[config.mk]
export PLATFORM = sky130hd
export DESIGN_NAME = sphc_queue
export DESIGN_NICKNAME = d
export VERILOG_FILES = /design/src/design/sphc_pkg.sv /design/src/design/sphc_queue.sv
export SDC_FILE = /design/constraint.sdc
export NUM_CORES = 1
export LEC_CHECK = 0
export BUFFER_PORTS_ARGS = -buffer_cell sky130_fd_sc_hd__buf_2
export CAP_MARGIN = 10
export CORE_UTILIZATION = 45
export CTS_BUF_LIST = sky130_fd_sc_hd__clkbuf_4 sky130_fd_sc_hd__clkbuf_8 sky130_fd_sc_hd__clkbuf_16
export DETAILED_ROUTE_END_ITERATION = 7
export GPL_TIMING_DRIVEN = 0
export PLACE_DENSITY = 0.65
export SLEW_MARGIN = 10
export SYNTH_ARGS = -nofsm -noshare
export SYNTH_HDL_FRONTEND = slang
export SYNTH_SLANG_ARGS = --single-unit
[constraint.sdc]
create_clock -name i_clk -period 15.53 [get_ports i_clk]
set_clock_uncertainty 0.15 [all_clocks]
set_input_delay 3.106 -clock i_clk [delete_from_list [all_inputs] [get_ports i_clk]]
set_output_delay 3.106 -clock i_clk [all_outputs]
set_load 0.05 [all_outputs]
[src/design/sphc_pkg.sv]
// sphc_pkg: widths, codes, pipeline types and step functions for sphere_pair_contact
// no dependencies; imported by every module of the block
`timescale 1ns / 1ps
`default_nettype none

package sphc_pkg;

    localparam int CoordW    = 31;
    localparam int DiffW     = 32;
    localparam int RadW      = 29;
    localparam int CntW      = 16;
    localparam int SumW      = 30;
    localparam int SumSqW    = 60;
    localparam int SqW       = 64;
    localparam int DistW     = 32;
    localparam int KmW       = 31;
    localparam int ProdW     = 63;
    localparam int QuoW      = 31;
    localparam int DenW      = 33;
    localparam int NormW     = 18;
    localparam int NormFrac  = 16;
    localparam int PointW    = 32;
    localparam int DepthW    = 30;
    localparam int Lanes     = 6;

    localparam int SqrtSteps = 32;
    localparam int DivSteps  = QuoW;

    localparam int QueueDepth = 4;
    localparam int QPtrW      = $clog2(QueueDepth);
    localparam int QCntW      = $clog2(QueueDepth + 1);

    // stream payload layout
    localparam int InW      = 264;
    localparam int OutW     = 184;
    localparam int RaLsb    = 6 * CoordW;
    localparam int RbLsb    = RaLsb + RadW;
    localparam int ExLsb    = RbLsb + RadW;

    // configuration register indexes
    localparam int CfgIdxW = 1;
    localparam logic [CfgIdxW-1:0] CFG_CONTACT_ENABLE = 1'd0;
    localparam logic [CfgIdxW-1:0] CFG_MAX_CONTACTS   = 1'd1;

    localparam logic [CntW-1:0] MAX_CONTACTS_RST = 16'd1000;
    localparam logic [NormW-1:0] NORM_ONE = 18'd65536;

    // classified pair handed from the front to the back
    typedef struct packed {
        logic                         coll;
        logic                         cval;
        logic [2:0][CoordW-1:0]       a;
        logic [2:0]                   dpos;
        logic [2:0][DiffW-1:0]        dmag;
        logic [SqW-1:0]               dsq;
        logic [SumW-1:0]              sum;
        logic [RadW-1:0]              ra;
    } t_job;

    // square root pipeline word
    typedef struct packed {
        t_job             job;
        logic [SqW-1:0]   v;
        logic [SqW-1:0]   r;
    } t_sq;

    // context after the distance is known
    typedef struct packed {
        logic                         coll;
        logic                         cval;
        logic [2:0][CoordW-1:0]       a;
        logic [2:0]                   dpos;
        logic [2:0][DiffW-1:0]        dmag;
        logic [DepthW-1:0]            depth;
        logic [DistW-1:0]             dlen;
        logic [KmW-1:0]               km;
        logic                         kneg;
        logic                         dzero;
    } t_ctx;

    typedef struct packed {
        t_ctx                         ctx;
        logic [2:0][ProdW-1:0]        prod;
    } t_prod;

    // six dividers: lanes 0..2 normal, lanes 3..5 point offset
    typedef struct packed {
        t_ctx                         ctx;
        logic [DenW-1:0]              den;
        logic [Lanes-1:0][SqW-1:0]    rem;
        logic [Lanes-1:0][QuoW-1:0]   quo;
    } t_dv;

    // one digit of the bitwise integer square root
    function automatic t_sq sqrt_step(t_sq x, int sh);
        t_sq          y;
        logic [SqW:0] trial;
        logic [SqW-1:0] bitv;
        bitv  = SqW'(1) << sh;
        trial = {1'b0, x.r} + {1'b0, bitv};
        y     = x;
        if ({1'b0, x.v} >= trial) begin
            y.v = x.v - trial[SqW-1:0];
            y.r = (x.r >> 1) + bitv;
        end else begin
            y.r = x.r >> 1;
        end
        return y;
    endfunction

    // one quotient bit of a restoring division on every lane
    function automatic t_dv div_step(t_dv x, int j);
        t_dv            y;
        logic [SqW-1:0] sh;
        sh = SqW'(x.den) << j;
        y  = x;
        for (int l = 0; l < Lanes; l++) begin
            if (x.rem[l] >= sh) begin
                y.rem[l]    = x.rem[l] - sh;
                y.quo[l][j] = 1'b1;
            end
        end
        return y;
    endfunction

endpackage

`default_nettype wire

[src/design/sphc_queue.sv]
// sphc_queue: short fifo of classified pairs between front and back
// depends on sphc_pkg
`timescale 1ns / 1ps
`default_nettype none

module sphc_queue import sphc_pkg::*; (
    input  logic i_clk,
    input  logic i_rst_n,
    input  logic i_push,
    input  t_job i_job,
    input  logic i_pop,
    output t_job o_job,
    output logic o_empty,
    output logic o_full
);

    t_job             r_mem [QueueDepth];
    logic [QPtrW-1:0] r_wr, r_rd;
    logic [QCntW-1:0] r_cnt;

    assign o_job   = r_mem[r_rd];
    assign o_empty = r_cnt == '0;
    assign o_full  = r_cnt == QCntW'(QueueDepth);

    always_ff @(posedge i_clk) begin
        if (i_push) begin
            r_mem[r_wr] <= i_job;
        end
    end

    always_ff @(posedge i_clk) begin
        if (!i_rst_n) begin
            r_wr  <= '0;
            r_rd  <= '0;
            r_cnt <= '0;
        end else begin
            if (i_push) begin
                r_wr <= r_wr + QPtrW'(1);
            end
            if (i_pop) begin
                r_rd <= r_rd + QPtrW'(1);
            end
            r_cnt <= r_cnt + QCntW'(i_push) - QCntW'(i_pop);
        end
    end

endmodule

`default_nettype wire

# ---- After elaboration in Yosys (flattened, before gate mapping)
# Memories as Yosys holds them, arrays and structs flattened. A register that Yosys moved wholly into a read port is not among the register bits.
# Cells that the tools add are included.
dict set report word_totals {
  register_bits 7
  mem_bits_rw 1268
  inputBits 321
  wordCells 14
  n_memories 1
}
# memory words width read_ports rd_ports_with_merged_regs write_ports line
set mem_list {}
lappend mem_list {r_mem 4 317 1 1 1 sphc_queue.sv:17} ;# t_job r_mem [QueueDepth];
dict set report classes {
  n_addsub 4
  n_eq_ne 1
  mux 4
  reduce_logical 1
}
# operator count
set op_table {}
lappend op_table {{2-bit by 1-bit adder with 2-bit output (second input constant)} 2}
lappend op_table {{2-bit two-way mux} 2}
lappend op_table {{3-bit by 1-bit adder with 3-bit output} 1}
lappend op_table {{3-bit == test (second input constant)} 1}
lappend op_table {{3-bit logical NOT} 1}
lappend op_table {{3-bit by 1-bit subtractor with 3-bit output} 1}
lappend op_table {{1-bit two-way mux} 2}

# ---- Longest topological paths before layout
dict set report depth {
  depth_word 3
  ltp_mapped 7
  ltp_nobuf 7
}

# ---- Worst setup path before layout
# Ideal clock, no wire load.
dict set report synth_timing {
  path_type {input port to flip-flop}
  startpoint {in i_push}
  endpoint {mem r_mem[0][0] (netlist bit), enable pin}
  setup_ns 0.718
  t_arrival_ns 10.251
  t_required_ns 14.662
  setup_slack_ns 4.411
  path_stages 1
  path_buffers 0
  path_cell_list {and2_1}
}
dict set report synth_via {
  elab_chain_cells 2
}
# item line
set synth_rtl {}
lappend synth_rtl {{from (decl)} sphc_queue.sv:9} ;# input logic i_push,
lappend synth_rtl {{1-bit two-way mux} sphc_queue.sv:26} ;# if (i_push) begin
lappend synth_rtl {{1-bit two-way mux (not written as such)} sphc_queue.sv:27} ;# r_mem[r_wr] <= i_job;
lappend synth_rtl {{to (decl)} sphc_queue.sv:17}
# Every way passes these cells.

==> results_dict.tcl <==
set metrics [dict create \
    cts_setup_buffers 0 \
    drt_iter0_drc 1387 \
    critPathMaxStageDelay_ns 0.75 \
    critPathCaptureType "primary output" \
    insertion_delay_ns 0.74 \
    cts_sinks 1277 \
    cp_common_cell "buf_2" \
    hold_class "flop to flop" \
    p_per_area_nw_per_um2 145.8 \
    cts_resized 0 \
    met2_usage 0.3083 \
    path_buf_inv 4 \
    syn_nets 2026 \
    area_delta_synth_final_pct 21.58 \
    drive_above_1_share 0.4848 \
    clk_pin_slew_worst_paths_ns 0.05 \
    ios 640 \
    n_fill_cell 7582 \
    fmax_ghz 0.1525 \
    yosysTopAreaCellShare 0.8258 \
    ys_ff_latch 1277 \
    max-slew-margin-rel 0.3824 \
    drv_slew 0 \
    placed_area_sq_um 51770 \
    synth_area_per_cell_sq_um 27.16 \
    fp.dieW_um 322.1 \
    path_cells "buf_2, clkbuf_1, buf_2, mux4_2, buf_2" \
    grt_pass1_vias 21980 \
    dp_hpwl_um 64580 \
    grt_overflow 0 \
    io_buffers 639 \
    cts_tree "built" \
    wl_per_cell_um 24.47 \
    leakagePower_nw 18.87 \
    drc 0 \
    coreArea_sq_um 101700 \
    clock_path_buffers 3 \
    nNetsFinal 2827 \
    crit_type "flop to primary output" \
    setup-violations-final 0 \
    rows 117 \
    grt-busiest-layer "met2" \
    yosysWarnings 0 \
    start_util 0.4532 \
    post-route-util 0.5510 \
    vias 20830 \
    ir_worst_vdd_uv 122.6 \
    root_buffer "clkbuf_16" \
    cts-htree-levels 4 \
    die_height_um 322.1 \
    ys_seq_area_frac 0.8297 \
    dieArea_sq_um 103700 \
    cp-start-kind "flop" \
    gr-usage-met3 0.08218 \
    totalWireLength_um 97440 \
    hold_viol_final 0 \
    min_period_ns 6.557 \
    grt_use_met1 0.2201 \
    seq_area_sq_um 38260 \
    synth_area_sq_um 46110 \
    synth_top_cell_by_area "edfxtp_1" \
    via_per_inst 5.230 \
    grt_max_degree 55 \
    finalPower_mw 8.174 \
    track_usage 0.1874 \
    critPathTopFamily "buffers and inverters" \
    cp_slowest_cell "clkbuf_1" \
    status "completed" \
    numCtsBuffers 132 \
    yosysUniqueCellTypes 21 \
    drv_cap 0 \
    path_max_fanout 10 \
    cp.arrival_ns 3.30 \
    grt_pass1_wl_um 140800 \
    cp.required_ns 12.27 \
    synth.area.top_cells "edfxtp_1 (83%), mux4_2 (15%), buf_2 (0.39%)" \
    worstMarginPinSlew_ns 0.9264 \
    stdcell_area_sq_um 56060 \
    antenna_found_initial 46 \
    gp_congestion 0.7508 \
    postCtsHoldBufs 0 \
    rsz0062_at_grt "false" \
    drtAntennaViolNets 0 \
    syn_inst 1698 \
    fin_crit_sh 0.4222 \
    first_pass_iters 5 \
    multi_input_comb_area_sq_um 7386 \
]
## final timing paths
| check | cells past startpoint | startpoint | end | slack (ns) |
|---|---|---|---|---|
| worst min-delay path | 2 | r_rd[1] | r_rd[1] | 0.41 |
| worst min register to register | 2 | r_rd[1] | r_rd[1] | 0.41 |
| worst max-delay path | 5 | flop | o_job[278] | 8.97 |
| worst max register to register | 5 | r_wr[0] | r_mem[3][190] | 12.97 |
## logic make-up after synthesis
logic type / Yosys count / synth area share
AO/OA/AOI/OAI: 2 / 0.0003255
AND/OR/NAND/NOR: 14 / 0.001628
multiplexers: 318 / 0.1551
XOR/XNOR: 3 / 0.0008955
buffers and inverters: 77 / 0.01034
flip-flops: 1277 / 0.8297
adder cells (fa/ha/maj): 7 / 0.002062
## tightest hold or removal path, delay by kind of cell, from the launching register on
family / cells / cell delay [ns]
AO/OA/AOI/OAI: 1 / 0.08
AND/OR/NAND/NOR: 1 / 0.10
flip-flops: 1 / 0.32
## per-stage QoR
step | std cells | setup TNS, ns | setup WS [ns] | hold slack (ns)
after floorplan | 1698 | 0 | 4.411 | 0.3493
after global placement | 3705 | -1693.71 | -1.408 | 0.3759
after detailed placement | 3733 | 0 | 9.549 | 0.3991
after CTS | 3967 | 0 | 8.731 | 0.4139
after global routing | 3975 | 0 | 8.766 | 0.4378
final | 3982 | 0 | 8.973 | 0.4108
## power by group
| part | leakage, nW | internal (mW) | total [mW] | switching, mW |
|---|---|---|---|---|
| sequential | 11.7 | 3.96 | 4.00 | 0.0334 |
| clock | 2.11 | 1.79 | 3.05 | 1.25 |
| combinational | 5.04 | 0.335 | 1.13 | 0.796 |
| total | 18.9 | 6.09 | 8.17 | 2.08 |
## sequential cells by signal (all words and copies together), names as in the netlist, named ones only
signal  count
r_cnt       3
r_mem    1268
r_rd        2
r_wr        2
## layout by cell type (no fill, tap or decap), drive strengths merged
cell type  instances
nor3               1
mux4             317
edfxtp          1268
xor3               1
mux2i              1
dfxtp              9
a21bo              1
clkinvlp           6
ha                 6
bufinv             6
diode             15
clkbuf           177
xnor2              2
and3               1
and2               6
clkinv            49
a21oi              1
nand3b             1
buf              729
fa                 1
nor2               5
inv               11
## Yosys cell counts
cell type	instances
a21oi_1	1
mux2i_1	1
xor3_1	1
nor3_1	1
clkbuf_1	8
and2_1	6
mux4_2	317
edfxtp_1	1268
a21bo_2	1
buf_2	36
nand3b_1	1
nor2_1	5
buf_4	8
and3_1	1
buf_1	3
dfxtp_1	9
fa_1	1
buf_6	15
xnor2_1	2
ha_1	6
inv_1	7
## layout make-up
type,instances,share of cell area
diodes,15,0.0006696
plain buffers,70,0.008057
clock buffers,169,0.06607
clock inverters,65,0.009754
inverters,7,0.0004687
multi-input cells,344,0.1318
flip-flops and latches,1277,0.6824
well taps,1368,0.03053
repair buffers,667,0.07026
## per-layer routing
metal / vias up / routed length, um
met2: 660 / 49130
met4: 58 / 2174
met5: - / 391
met1: 10850 / 36080
met3: 190 / 9667
li1: 9068 / -
Power figures use the tool's default switching activity.
